==> src/design/drem_pkg.sv <==
`timescale 1ns / 1ps
// ----------------------------------------------------------------------------
// Dropout run extract/merge package
// Shared widths, register indexes and payload types of the run extractor.
// ----------------------------------------------------------------------------
package drem_pkg;

    localparam int X_W      = 12;  // pixel x
    localparam int END_W    = 13;  // run end x, may be area end
    localparam int LINE_W   = 10;  // zero-based input line
    localparam int RLINE_W  = 11;  // one-based result line
    localparam int HOLD_W   = 4;
    localparam int GAP_W    = 12;
    localparam int CFG_IDX_W = 2;
    localparam int CFG_DAT_W = 13;

    // Result queue depth; two slots are kept free for a burst of two.
    localparam int FIFO_DEPTH = 4;
    localparam int FIFO_PTR_W = $clog2(FIFO_DEPTH);
    localparam int FIFO_CNT_W = $clog2(FIFO_DEPTH + 1);

    // Reset values of the configuration registers
    localparam logic [END_W-1:0]  AREA_END_RST   = '0;
    localparam logic [HOLD_W-1:0] HOLD_COUNT_RST = HOLD_W'(5);
    localparam logic [GAP_W-1:0]  MERGE_GAP_RST  = GAP_W'(50);

    typedef enum logic [CFG_IDX_W-1:0] {
        CFG_AREA_END   = 2'd0,
        CFG_HOLD_COUNT = 2'd1,
        CFG_MERGE_GAP  = 2'd2
    } t_cfg_idx;

    typedef struct packed {
        logic [END_W-1:0]  area_end;
        logic [HOLD_W-1:0] hold_count;
        logic [GAP_W-1:0]  merge_gap;
    } t_cfg;

    typedef struct packed {
        logic              marked;
        logic [X_W-1:0]    pixel_x;
        logic [LINE_W-1:0] line_index;
        logic              line_last;
    } t_pix;

    typedef struct packed {
        logic [X_W-1:0]     run_start_x;
        logic [END_W-1:0]   run_end_x;
        logic [RLINE_W-1:0] run_line;
        logic               last_of_burst;
    } t_run;

    // Results produced by one processed item
    typedef struct packed {
        logic [1:0] cnt;
        t_run       r0;
        t_run       r1;
    } t_push;

endpackage

==> src/design/drem_if.sv <==
`timescale 1ns / 1ps
// ----------------------------------------------------------------------------
// Dropout run extract/merge channel interfaces
// Pixel input channel, run result channel and configuration write channel.
// ----------------------------------------------------------------------------
interface drem_in_if;
    import drem_pkg::*;
    logic              valid;
    logic              ready;
    logic              marked;
    logic [X_W-1:0]    pixel_x;
    logic [LINE_W-1:0] line_index;
    logic              line_last;

    modport source (output valid, marked, pixel_x, line_index, line_last, input ready);
    modport sink   (input valid, marked, pixel_x, line_index, line_last, output ready);
endinterface

interface drem_out_if;
    import drem_pkg::*;
    logic               valid;
    logic               ready;
    logic [X_W-1:0]     run_start_x;
    logic [END_W-1:0]   run_end_x;
    logic [RLINE_W-1:0] run_line;
    logic               last_of_burst;

    modport source (output valid, run_start_x, run_end_x, run_line, last_of_burst,
                    input ready);
    modport sink   (input valid, run_start_x, run_end_x, run_line, last_of_burst,
                    output ready);
endinterface

interface drem_cfg_if;
    import drem_pkg::*;
    logic                 valid;
    logic                 ready;
    logic [CFG_IDX_W-1:0] index;
    logic [CFG_DAT_W-1:0] data;

    modport source (output valid, index, data, input ready);
    modport sink   (input valid, index, data, output ready);
endinterface

==> src/design/drem_cfg_regs.sv <==
`timescale 1ns / 1ps
// ----------------------------------------------------------------------------
// Dropout run extract/merge configuration registers
// Holds area end, hold count and merge gap; writes are taken every cycle.
// ----------------------------------------------------------------------------
module drem_cfg_regs (
    input  logic             i_clk,
    input  logic             i_rst_n,
    drem_cfg_if.sink         i_cfg,
    output drem_pkg::t_cfg   o_cfg
);
    import drem_pkg::*;

    t_cfg r_cfg;

    assign i_cfg.ready = 1'b1;
    assign o_cfg       = r_cfg;

    // Register write decode; unknown indexes are dropped
    always_ff @(posedge i_clk) begin
        if (!i_rst_n) begin
            r_cfg.area_end   <= AREA_END_RST;
            r_cfg.hold_count <= HOLD_COUNT_RST;
            r_cfg.merge_gap  <= MERGE_GAP_RST;
        end else if (i_cfg.valid) begin
            case (i_cfg.index)
                CFG_AREA_END:   r_cfg.area_end   <= i_cfg.data[END_W-1:0];
                CFG_HOLD_COUNT: r_cfg.hold_count <= i_cfg.data[HOLD_W-1:0];
                CFG_MERGE_GAP:  r_cfg.merge_gap  <= i_cfg.data[GAP_W-1:0];
                default: ;
            endcase
        end
    end

endmodule

==> src/design/drem_run_core.sv <==
`timescale 1ns / 1ps
// ----------------------------------------------------------------------------
// Dropout run extract/merge core
// Input register, hold counter, open run and pending run; one item a cycle while the queue has room.
// ----------------------------------------------------------------------------
module drem_run_core (
    input  logic             i_clk,
    input  logic             i_rst_n,
    drem_in_if.sink          i_in,
    input  drem_pkg::t_cfg   i_cfg,
    input  logic             i_room,
    output drem_pkg::t_push  o_push
);
    import drem_pkg::*;

    // Input register
    logic r_vld;
    t_pix r_pix;
    logic adv;

    // Run state
    logic [HOLD_W-1:0]  r_hold,  n_hold;
    logic [X_W-1:0]     r_ostart, n_ostart;
    logic [RLINE_W-1:0] r_oline, n_oline;
    logic               r_pv,    n_pv;
    logic [X_W-1:0]     r_pstart, n_pstart;
    logic [END_W-1:0]   r_pend,  n_pend;
    logic [RLINE_W-1:0] r_pline, n_pline;

    logic               closed;
    logic [X_W-1:0]     cs;
    logic [END_W-1:0]   ce;
    logic [RLINE_W-1:0] cl;
    logic [END_W:0]     reach;
    t_push              push;

    assign adv        = r_vld && i_room;
    assign i_in.ready = !r_vld || i_room;
    assign o_push     = push;

    always_ff @(posedge i_clk) begin
        if (!i_rst_n) begin
            r_vld <= 1'b0;
        end else if (i_in.valid && i_in.ready) begin
            r_vld <= 1'b1;
        end else if (adv) begin
            r_vld <= 1'b0;
        end
    end

    always_ff @(posedge i_clk) begin
        if (i_in.valid && i_in.ready) begin
            r_pix.marked     <= i_in.marked;
            r_pix.pixel_x    <= i_in.pixel_x;
            r_pix.line_index <= i_in.line_index;
            r_pix.line_last  <= i_in.line_last;
        end
    end

    // Run tracking: open, count down, close, merge, flush
    always_comb begin
        n_hold   = r_hold;
        n_ostart = r_ostart;
        n_oline  = r_oline;
        n_pv     = r_pv;
        n_pstart = r_pstart;
        n_pend   = r_pend;
        n_pline  = r_pline;
        closed   = 1'b0;
        cs       = r_ostart;
        ce       = '0;
        cl       = r_oline;
        push     = '0;

        if (r_pix.marked) begin
            if (r_hold == '0) begin
                n_hold   = i_cfg.hold_count;
                n_ostart = r_pix.pixel_x;
                n_oline  = {1'b0, r_pix.line_index} + RLINE_W'(1);
            end
        end else if (r_hold != '0) begin
            n_hold = r_hold - HOLD_W'(1);
            if (r_hold == HOLD_W'(1)) begin
                closed = 1'b1;
                ce     = (r_pix.pixel_x == '0) ? '0
                                               : {1'b0, r_pix.pixel_x} - END_W'(1);
            end
        end

        // Line end closes a still open run at the area end
        if (r_pix.line_last && n_hold != '0) begin
            n_hold = '0;
            closed = 1'b1;
            cs     = n_ostart;
            ce     = i_cfg.area_end;
            cl     = n_oline;
        end

        reach = {1'b0, r_pend} + {2'b00, i_cfg.merge_gap};

        if (closed) begin
            if (r_pv && r_pline == cl && reach > {2'b00, cs}) begin
                n_pend = ce;
            end else begin
                if (r_pv) begin
                    push.r0.run_start_x = r_pstart;
                    push.r0.run_end_x   = r_pend;
                    push.r0.run_line    = r_pline;
                    push.cnt            = 2'd1;
                end
                n_pv     = 1'b1;
                n_pstart = cs;
                n_pend   = ce;
                n_pline  = cl;
            end
        end

        // Flush the pending run at line end
        if (r_pix.line_last && n_pv) begin
            if (push.cnt == 2'd0) begin
                push.r0.run_start_x = n_pstart;
                push.r0.run_end_x   = n_pend;
                push.r0.run_line    = n_pline;
            end else begin
                push.r1.run_start_x = n_pstart;
                push.r1.run_end_x   = n_pend;
                push.r1.run_line    = n_pline;
            end
            push.cnt = push.cnt + 2'd1;
            n_pv     = 1'b0;
        end

        // Mark the final result of the burst
        if (push.cnt == 2'd1) begin
            push.r0.last_of_burst = 1'b1;
        end else if (push.cnt == 2'd2) begin
            push.r1.last_of_burst = 1'b1;
        end

        if (!adv) begin
            push.cnt = 2'd0;
        end
    end

    always_ff @(posedge i_clk) begin
        if (!i_rst_n) begin
            r_hold   <= '0;
            r_ostart <= '0;
            r_oline  <= '0;
            r_pv     <= 1'b0;
            r_pstart <= '0;
            r_pend   <= '0;
            r_pline  <= '0;
        end else if (adv) begin
            r_hold   <= n_hold;
            r_ostart <= n_ostart;
            r_oline  <= n_oline;
            r_pv     <= n_pv;
            r_pstart <= n_pstart;
            r_pend   <= n_pend;
            r_pline  <= n_pline;
        end
    end

`ifndef SYNTH
    // Line end leaves no open and no pending run
    a_line_end_clear: assert property (@(posedge i_clk) disable iff (!i_rst_n)
        adv && r_pix.line_last |=> r_hold == '0 && !r_pv)
        else $error("run state not cleared at line end");

    // Results only go out when the queue has room
    a_push_room: assert property (@(posedge i_clk) disable iff (!i_rst_n)
        push.cnt != 2'd0 |-> i_room && r_vld)
        else $error("results pushed without room");

    // Two results in one burst only at line end
    a_two_at_end: assert property (@(posedge i_clk) disable iff (!i_rst_n)
        push.cnt == 2'd2 |-> r_pix.line_last)
        else $error("two results without line end");

    // Held item is not lost while the queue is full
    a_hold_item: assert property (@(posedge i_clk) disable iff (!i_rst_n)
        r_vld && !i_room |=> r_vld)
        else $error("stalled item dropped");
`endif

endmodule

==> src/design/drem_out_fifo.sv <==
`timescale 1ns / 1ps
// ----------------------------------------------------------------------------
// Dropout run extract/merge result queue
// Small queue taking up to two results a cycle and handing out one.
// ----------------------------------------------------------------------------
module drem_out_fifo (
    input  logic             i_clk,
    input  logic             i_rst_n,
    input  drem_pkg::t_push  i_push,
    output logic             o_room,
    drem_out_if.source       o_out
);
    import drem_pkg::*;

    t_run                  r_mem [FIFO_DEPTH];
    logic [FIFO_PTR_W-1:0] r_wp, r_rp;
    logic [FIFO_CNT_W-1:0] r_cnt;
    logic                  pop;
    t_run                  head;

    assign pop    = o_out.valid && o_out.ready;
    assign o_room = r_cnt <= FIFO_CNT_W'(FIFO_DEPTH - 2);
    assign head   = r_mem[r_rp];

    assign o_out.valid         = r_cnt != '0;
    assign o_out.run_start_x   = head.run_start_x;
    assign o_out.run_end_x     = head.run_end_x;
    assign o_out.run_line      = head.run_line;
    assign o_out.last_of_burst = head.last_of_burst;

    // Storage writes
    always_ff @(posedge i_clk) begin
        if (i_push.cnt != 2'd0) begin
            r_mem[r_wp] <= i_push.r0;
        end
        if (i_push.cnt == 2'd2) begin
            r_mem[r_wp + FIFO_PTR_W'(1)] <= i_push.r1;
        end
    end

    // Pointers and fill count
    always_ff @(posedge i_clk) begin
        if (!i_rst_n) begin
            r_wp  <= '0;
            r_rp  <= '0;
            r_cnt <= '0;
        end else begin
            r_wp  <= r_wp + FIFO_PTR_W'(i_push.cnt);
            r_rp  <= r_rp + FIFO_PTR_W'(pop);
            r_cnt <= r_cnt + FIFO_CNT_W'(i_push.cnt) - FIFO_CNT_W'(pop);
        end
    end

`ifndef SYNTH
    a_no_overflow: assert property (@(posedge i_clk) disable iff (!i_rst_n)
        r_cnt <= FIFO_CNT_W'(FIFO_DEPTH))
        else $error("result queue overflow");

    a_push_fits: assert property (@(posedge i_clk) disable iff (!i_rst_n)
        i_push.cnt != 2'd0 |-> o_room)
        else $error("push into full queue");

    a_ptr_track: assert property (@(posedge i_clk) disable iff (!i_rst_n)
        r_cnt == '0 |-> r_wp == r_rp)
        else $error("pointers disagree with empty count");
`endif

endmodule

==> src/design/dropout_run_extract_merge_core.sv <==
`timescale 1ns / 1ps
// ----------------------------------------------------------------------------
// Dropout run extract/merge top level
// Finds dropout runs in a per-pixel mark stream and merges close runs.
// ----------------------------------------------------------------------------
// Usage:
//   i_in  : one pixel item a cycle (mark, x, line, last-pixel flag).
//   o_out : dropout runs (start x, end x, one-based line); last_of_burst
//           marks the final result caused by one pixel item.
//   i_cfg : register writes (area end, hold count, merge gap), always
//           ready; write only while no item is in flight.
// Timing:
//   An accepted item is held in the input register, processed from there
//   into the result queue, and its results are offered on o_out from it.
//   One item per cycle is sustained while the queue has room; an item
//   causing two results is absorbed by a four-entry result queue.
// Stalls:
//   The processing stage waits while fewer than two queue slots are
//   free, and i_in.ready drops once that stage holds a waiting item.
// Reset:
//   Synchronous, active low; clears run state and the queue and loads
//   area end 0, hold count 5, merge gap 50.
// ----------------------------------------------------------------------------
module dropout_run_extract_merge_core (
    input  logic        i_clk,
    input  logic        i_rst_n,
    drem_in_if.sink     i_in,
    drem_out_if.source  o_out,
    drem_cfg_if.sink    i_cfg
);
    import drem_pkg::*;

    t_cfg  cfg;
    t_push push;
    logic  room;

    drem_cfg_regs u_cfg (
        .i_clk   (i_clk),
        .i_rst_n (i_rst_n),
        .i_cfg   (i_cfg),
        .o_cfg   (cfg)
    );

    drem_run_core u_core (
        .i_clk   (i_clk),
        .i_rst_n (i_rst_n),
        .i_in    (i_in),
        .i_cfg   (cfg),
        .i_room  (room),
        .o_push  (push)
    );

    drem_out_fifo u_fifo (
        .i_clk   (i_clk),
        .i_rst_n (i_rst_n),
        .i_push  (push),
        .o_room  (room),
        .o_out   (o_out)
    );

endmodule
==> src/flat_wrapper.sv <==
// flat-port wrapper written by rule: the top's interface ports become plain ports
module dropout_run_extract_merge_core_flat import drem_pkg::*;
  (i_clk, i_rst_n, i_in_valid, i_in_marked, i_in_pixel_x, i_in_line_index, i_in_line_last, i_in_ready, o_out_valid, o_out_run_start_x, o_out_run_end_x, o_out_run_line, o_out_last_of_burst, o_out_ready, i_cfg_valid, i_cfg_index, i_cfg_data, i_cfg_ready);
  drem_in_if i_in_i ();
  drem_out_if o_out_i ();
  drem_cfg_if i_cfg_i ();
  input  logic i_clk;
  input  logic i_rst_n;
  input wire logic [$bits(i_in_i.valid)-1:0] i_in_valid;
  input wire logic [$bits(i_in_i.marked)-1:0] i_in_marked;
  input wire logic [$bits(i_in_i.pixel_x)-1:0] i_in_pixel_x;
  input wire logic [$bits(i_in_i.line_index)-1:0] i_in_line_index;
  input wire logic [$bits(i_in_i.line_last)-1:0] i_in_line_last;
  output wire logic [$bits(i_in_i.ready)-1:0] i_in_ready;
  output wire logic [$bits(o_out_i.valid)-1:0] o_out_valid;
  output wire logic [$bits(o_out_i.run_start_x)-1:0] o_out_run_start_x;
  output wire logic [$bits(o_out_i.run_end_x)-1:0] o_out_run_end_x;
  output wire logic [$bits(o_out_i.run_line)-1:0] o_out_run_line;
  output wire logic [$bits(o_out_i.last_of_burst)-1:0] o_out_last_of_burst;
  input wire logic [$bits(o_out_i.ready)-1:0] o_out_ready;
  input wire logic [$bits(i_cfg_i.valid)-1:0] i_cfg_valid;
  input wire logic [$bits(i_cfg_i.index)-1:0] i_cfg_index;
  input wire logic [$bits(i_cfg_i.data)-1:0] i_cfg_data;
  output wire logic [$bits(i_cfg_i.ready)-1:0] i_cfg_ready;
  assign i_in_i.valid = i_in_valid;
  assign i_in_i.marked = i_in_marked;
  assign i_in_i.pixel_x = i_in_pixel_x;
  assign i_in_i.line_index = i_in_line_index;
  assign i_in_i.line_last = i_in_line_last;
  assign i_in_ready = i_in_i.ready;
  assign o_out_valid = o_out_i.valid;
  assign o_out_run_start_x = o_out_i.run_start_x;
  assign o_out_run_end_x = o_out_i.run_end_x;
  assign o_out_run_line = o_out_i.run_line;
  assign o_out_last_of_burst = o_out_i.last_of_burst;
  assign o_out_i.ready = o_out_ready;
  assign i_cfg_i.valid = i_cfg_valid;
  assign i_cfg_i.index = i_cfg_index;
  assign i_cfg_i.data = i_cfg_data;
  assign i_cfg_ready = i_cfg_i.ready;
  dropout_run_extract_merge_core u_core (.i_clk(i_clk), .i_rst_n(i_rst_n), .i_in(i_in_i), .o_out(o_out_i), .i_cfg(i_cfg_i));
endmodule
==> config.mk <==
export PLATFORM = sky130hd
export DESIGN_NAME = dropout_run_extract_merge_core_flat
export DESIGN_NICKNAME = d
export VERILOG_FILES = /design/src/design/drem_pkg.sv /design/src/design/drem_if.sv /design/src/design/drem_cfg_regs.sv /design/src/design/drem_run_core.sv /design/src/design/drem_out_fifo.sv /design/src/design/dropout_run_extract_merge_core.sv /design/src/flat_wrapper.sv
export SDC_FILE = /design/constraint.sdc
export NUM_CORES = 1
export LEC_CHECK = 0
export ABC_AREA = 1
export BUFFER_PORTS_ARGS = -buffer_cell sky130_fd_sc_hd__buf_2
export CAP_MARGIN = 20
export CORE_ASPECT_RATIO = 0.9
export CORE_MARGIN = 2
export CORE_UTILIZATION = 50
export CTS_CLUSTER_SIZE = 16
export DETAILED_ROUTE_END_ITERATION = 7
export GPL_TIMING_DRIVEN = 0
export PLACE_DENSITY = 0.7
export SLEW_MARGIN = 10
export SYNTH_ARGS = -nofsm -noshare
export SYNTH_HDL_FRONTEND = slang
export SYNTH_HIERARCHICAL = 1
export SYNTH_SLANG_ARGS = --single-unit
==> constraint.sdc <==
create_clock -name i_clk -period 9.6 [get_ports i_clk]
set_clock_uncertainty 0.1 [all_clocks]
set_input_delay 1.44 -clock i_clk [delete_from_list [all_inputs] [get_ports i_clk]]
set_output_delay 1.44 -clock i_clk [all_outputs]
set_load 0.005 [all_outputs]
Word level (Yosys, flattened, before mapping)
Memory sizes are Yosys's and may differ from the RTL's. A register that Yosys moved wholly into a read port is not among the register bits.
Index checks and enable logic that the tools add are counted.
{"block": "totals", "inputBits": 44, "regBits": 125, "out_inout_bits": 40, "elab_cells": 104, "mem_count": 1, "mem_bits_rw": 148}
{"name": "u_core.u_fifo.r_mem", "words": 4, "width": 37, "read_ports": 1, "rd_ports_with_merged_regs": 1, "write_ports": 2, "line": "drem_out_fifo.sv:15", "text": "t_run r_mem [FIFO_DEPTH];"}
{"block": "op_classes", "eq_ne": 7, "addsub": 10, "reduce_logical": 21, "muxes": 45, "order_cmp": 2}
{"cell": "37-bit 2-to-1 mux", "count": 3}
{"cell": "36-bit 2-to-1 mux", "count": 3}
{"cell": "13-bit 2-to-1 mux", "count": 6}
{"cell": "12-bit 2-to-1 mux", "count": 5}
{"cell": "11-bit 2-to-1 mux", "count": 5}
{"cell": "38-bit 2-to-1 mux", "count": 1}
{"cell": "1-bit 2-to-1 mux", "count": 16}
{"cell": "4-bit 2-to-1 mux", "count": 4}
{"cell": "13-bit by 12-bit adder with 14-bit output", "count": 1}
{"cell": "14-bit by 12-bit > comparator with 1-bit output", "count": 1}
{"cell": "12-bit by 1-bit subtractor with 13-bit output (second input constant)", "count": 1}
{"cell": "12-bit zero test", "count": 1}
{"cell": "10-bit by 1-bit adder with 11-bit output (second input constant)", "count": 1}
{"cell": "11-bit == test", "count": 1}
{"cell": "4-bit nonzero test", "count": 2}
{"cell": "1-bit logical AND", "count": 7}
{"cell": "2-bit == test (second input constant)", "count": 3}
{"cell": "2-bit AND reduction", "count": 3}
{"cell": "2-bit by 1-bit adder with 2-bit output (second input constant)", "count": 2}
{"cell": "2-bit by 1-bit == test with 1-bit output (second input constant)", "count": 2}
{"cell": "4-bit by 1-bit == test with 1-bit output (second input constant)", "count": 1}
{"cell": "2-bit zero test", "count": 2}
{"cell": "4-bit zero test", "count": 1}
{"cell": "2-bit 2-to-1 mux", "count": 2}
{"cell": "10 further kinds", "count": 11}

Logic depth before layout (Yosys ltp)
{"block": "depth", "depth_word": 18, "depth_mapped": 41, "mapped_depth_nobuf": 37}

Hierarchy
The synthesis kept the hierarchy.
{"module": "drem_out_fifo", "seq_area_each_um2": 4584.4, "area_per_inst_um2": 7576.0, "instances": 1, "cells_per_inst": 781}
{"module": "drem_run_core", "seq_area_each_um2": 2021.9, "area_per_inst_um2": 6834.1, "instances": 1, "cells_per_inst": 1085}
{"module": "drem_cfg_regs", "seq_area_each_um2": 580.6, "area_per_inst_um2": 1320.0, "instances": 1, "cells_per_inst": 182}

Worst setup path after synthesis
OpenSTA, ideal clock, no wires.
{"block": "synth_path", "path_kind": "reg-to-reg", "start": "register u_core.u_core.r_hold[0]", "end": "memory u_core/u_fifo/r_mem[0][0] (netlist bit), enable pin", "t_required_ns": 9.012, "stages_incl_launch_ff": 37, "arrival_time_ns": 7.212, "path_buffers": 3, "synth_period_minus_slack_ns": 7.800, "setup_time_ns": 0.488, "path_slack_ns": 1.800, "cell_sequence": "dfxtp_1 -> inv_1 -> ha_1 -> inv_1 -> a21oi_1 -> nand2_1 -> nand2_1 -> nor2_2 -> nand3_2 -> nand2_4 -> buf_4 -> clkbuf_1 -> nand2_1 -> o21ai_0 -> inv_1 -> ha_1 -> nand2_1 -> nor2_1 -> o21ai_0 -> o211ai_1 -> nand2_1 -> nand2_1 -> nand3_1 -> nand2_1 -> nand2_1 -> nand3_1 -> nor2_1 -> nor2_2 -> nand2_4 -> nand3_4 -> inv_4 -> buf_2 -> ha_1 -> inv_1 -> nor2_1 -> nor2_1 -> o31ai_1"}
{"item": "start: declaration", "line": "drem_run_core.sv:22", "text": "logic [HOLD_W-1:0] r_hold, n_hold;"}
{"item": "start signal: assignment", "line": "drem_run_core.sv:155", "text": "r_hold <= n_hold;"}
{"item": "end: declaration", "line": "drem_out_fifo.sv:15"}

==> out/qor.yml <==
peakVddDrop_mv: 0.158
r2r_start: "u_core/u_core/r_hold[0]"
synth_enable_flop_cells: 172
critPathCaptureType: "flip-flop"
cp_slowest_cell: "o31ai_4"
tightest_slew_ps: 854
clock_sinks: 273
die_x_um: 191
dieHeight_um: 172
wl_met3_mm: 3.71
grt_setup_unrepaired: "no"
ys_seq_area_frac: 0.457
cts_buffers: 29
p_leak_uw: 0.00733
final_area_um2: 17800
cts_max_level: 1
synth.top_cell.area_share: 0.328
wl_mm: 45.5
grt_use_total: 0.280
min_to: "u_core/u_cfg/o_cfg[18]"
cts_resized: 0
pwr-share-comb: 0.282
start_util: 0.509
clock_path_buffers: 3
top_layer: "met4"
finalHoldViolCount: 0
synthCells: 2048
cp.arrival_ps: 7630
crit_top_cell: "nand2_1"
synth.area.top_cells: "edfxtp_1 33%, dfxtp_1 13%, nand2_1 12%"
rows: 61
crit_path_start_kind: "flip-flop"
period_share: 0.777
path_class: "flip-flop to flip-flop"
critPathRequiredTime_ps: 9780
final_antenna_net_count: 0
grt_pass1_vias: 13171
cts_setup_buffers: 0
hpwl_mm: 34.3
synth.avg_cell_area_um2: 7.68
place_congestion: 0.911
ios: 84
dr.pass1.iters: 6
synth-seq-cells: 273
max_stage_delay_ps: 530
grt-ovfl-total: 0
die_area_um2: 32900
antennaDiodeCount: 0
clkPwrFrac: 0.315
internal_power_uw: 2310
grt_max_degree: 25
ys_async_sr_fraction: 0
timing.final.max_slew_violations: 0
hold_path_class: "flip-flop to flip-flop"
via_per_inst: 5.43
status: "finished clean"
fillers: 2851
clk_latency_ps: 570
cts_root_buffer: "clkbuf_16"
whs_path_depth: 2
p_sw_frac: 0.340
worstHoldStart: "u_core/u_cfg/o_cfg[18]"
max_freq_mhz: 134
synthToLayoutAreaGrowth_pct: 13.2
yosys_warnings: 6
power_uw: 3500
port_buffers: 81
synth_top_area_cell: "edfxtp_1"
place_area_um2: 16900
r2r_cells: 35
wl_met1_mm: 20.1
syn-num-nets: 2127
r2r-end: "u_core/u_fifo/r_mem[1][16]"
path_clk_slew_ps: 70
final_nets: 2249
pwr-share-seq: 0.402
cts_tree: "yes"
post-route-drc-count: 0
rrSetupSlack_ps: 2140
grt_pass1_wl_mm: 71.8
power_switching_uw: 1190
detail_route.wl_per_cell_um: 17.5
synthFlopType: "edfxtp_1"
min_period_ps: 7460
power_density_nw_per_um2: 197
first_iter_violations: 1488
antenna_found_initial: 0
critPathMaxFanout: 13
route.met2.wl_mm: 20.7
yosysUniqueCellTypes: 47
cts_hold_buffers: 0
finalSetupViolations: 0
drive_gt1_frac: 0.114
netlist_area_um2: 15700
slew_headroom: 0.431
vias: 14117
coreArea_um2: 30900
hold_slack_ps: 385
drv_cap: 0
-- power groups by stage --
stage / clock network, µW / registers [µW] / logic [µW]
after CTS: 1110 / 1410 / 978
after detailed placement: 0 / 1430 / 973
after global placement: 0 / 1430 / 945
final: 1100 / 1410 / 988
after floorplan: 0 / 1400 / 668
after global routing: 1160 / 1420 / 1110
-- cell usage after synthesis, types with 14 or more instances --
cell	number
nand2_1	490
inv_1	242
nor2_1	203
edfxtp_1	172
o21ai_0	160
o21ai_1	156
nand3_1	105
dfxtp_1	101
a21oi_1	93
o22ai_1	38
clkbuf_1	36
ha_1	33
buf_2	29
o211ai_1	29
buf_6	25
buf_4	14
nand4_1	14
-- registers in the layout, indices dropped and copies added, names as in the netlist, 3 cells and up --
| name | count |
|---|---|
| u_core/u_core/r_hold | 4 |
| u_core/u_core/r_pend | 13 |
| u_core/u_core/r_pline | 11 |
| u_core/u_fifo/r_mem | 148 |
| u_core/u_core/r_ostart | 12 |
| u_core/u_core/r_oline | 11 |
| u_core/u_core/r_pstart | 12 |
| u_core/u_fifo/r_cnt | 3 |
| u_core/u_cfg/o_cfg | 29 |
| u_core/u_core/r_pix | 24 |
-- worst max path at each step --
stage / from / end / slack (ps) / depth (start not counted)
global route: u_core/u_core/r_hold[0] / u_core/u_fifo/r_mem[1][10] / 1640 / 35
detailed placement: u_core/u_core/r_hold[0] / u_core/u_fifo/r_mem[1][8] / 2290 / 37
finish: u_core/u_core/r_hold[0] / u_core/u_fifo/r_mem[1][16] / 2140 / 35
floorplan: u_core/u_core/r_hold[0] / u_core/u_fifo/r_mem[0][0] / 1800 / 36
global placement: u_core/u_core/r_hold[0] / u_core/u_fifo/r_mem[0][9] / -1530 / 32
CTS: u_core/u_core/r_hold[0] / u_core/u_fifo/r_mem[1][16] / 2260 / 37
-- metal layers --
layer / vias up / GRT usage
met2: 585 / 0.463
met4: 0 / 0.0701
met5: - / 0
met3: 74 / 0.0327
met1: 6424 / 0.393
li1: 7034 / -
-- cell families after synthesis --
logic type | count (synthesis) | synth area share
AO/OA/AOI/OAI | 487 | 0.164
XOR/XNOR | 18 | 0.0100
adder cells (fa/ha/maj) | 35 | 0.0288
buffers and inverters | 372 | 0.110
flip-flops | 273 | 0.457
other | 1 | 0.000238
AND/OR/NAND/NOR | 862 | 0.230
-- critical path, delay by kind of cell, from the launching register on --
family                     cells  cell delay [ps]
DFF                            1              400
buffers and inverters         10             1880
AOI/OAI and AO/OA              4             1240
adders and majority gates      3              920
and+or+nand+nor               18             2600
-- stage by stage --
step / setup WS, ps / cells / util / setup TNS, ps
after floorplan: 1800 / 2048 / - / 0
after global placement: -1530 / 2538 / 0.539 / -208620
after detailed placement: 2290 / 2548 / 0.546 / 0
after CTS: 2260 / 2602 / 0.576 / 0
after global routing: 1640 / 2602 / 0.576 / 0
final: 2140 / 2602 / 0.576 / 0
-- cell usage in the layout, fill, tap and decap left out, types with 7 or more instances in the layout --
cell type,n
nand4_1,14
o211ai_1,29
buf_8,8
dfxtp_1,101
buf_2,110
o21ai_1,156
clkinv_1,9
buf_6,26
xor2_1,13
nand2_1,490
o21ai_0,160
a21oi_1,92
ha_1,33
edfxtp_1,172
buf_4,14
nor2_1,203
clkbuf_16,30
clkbuf_1,41
and2_1,13
buf_1,7
o22ai_1,38
inv_1,242
nand3_1,105
inv_2,10
-- layout make-up --
type,count,area [µm²],area share
buffer,118,769,0.0432
clock buffer,37,797,0.0448
sequential,273,7190,0.404
timing repair buffer,91,564,0.0317
clock inverter,17,140,0.00787
inverter,254,956,0.0537
multi-input combinational,1403,6880,0.387
tap,409,512,0.0287
Note: power is estimated with default switching activity, not from simulation.
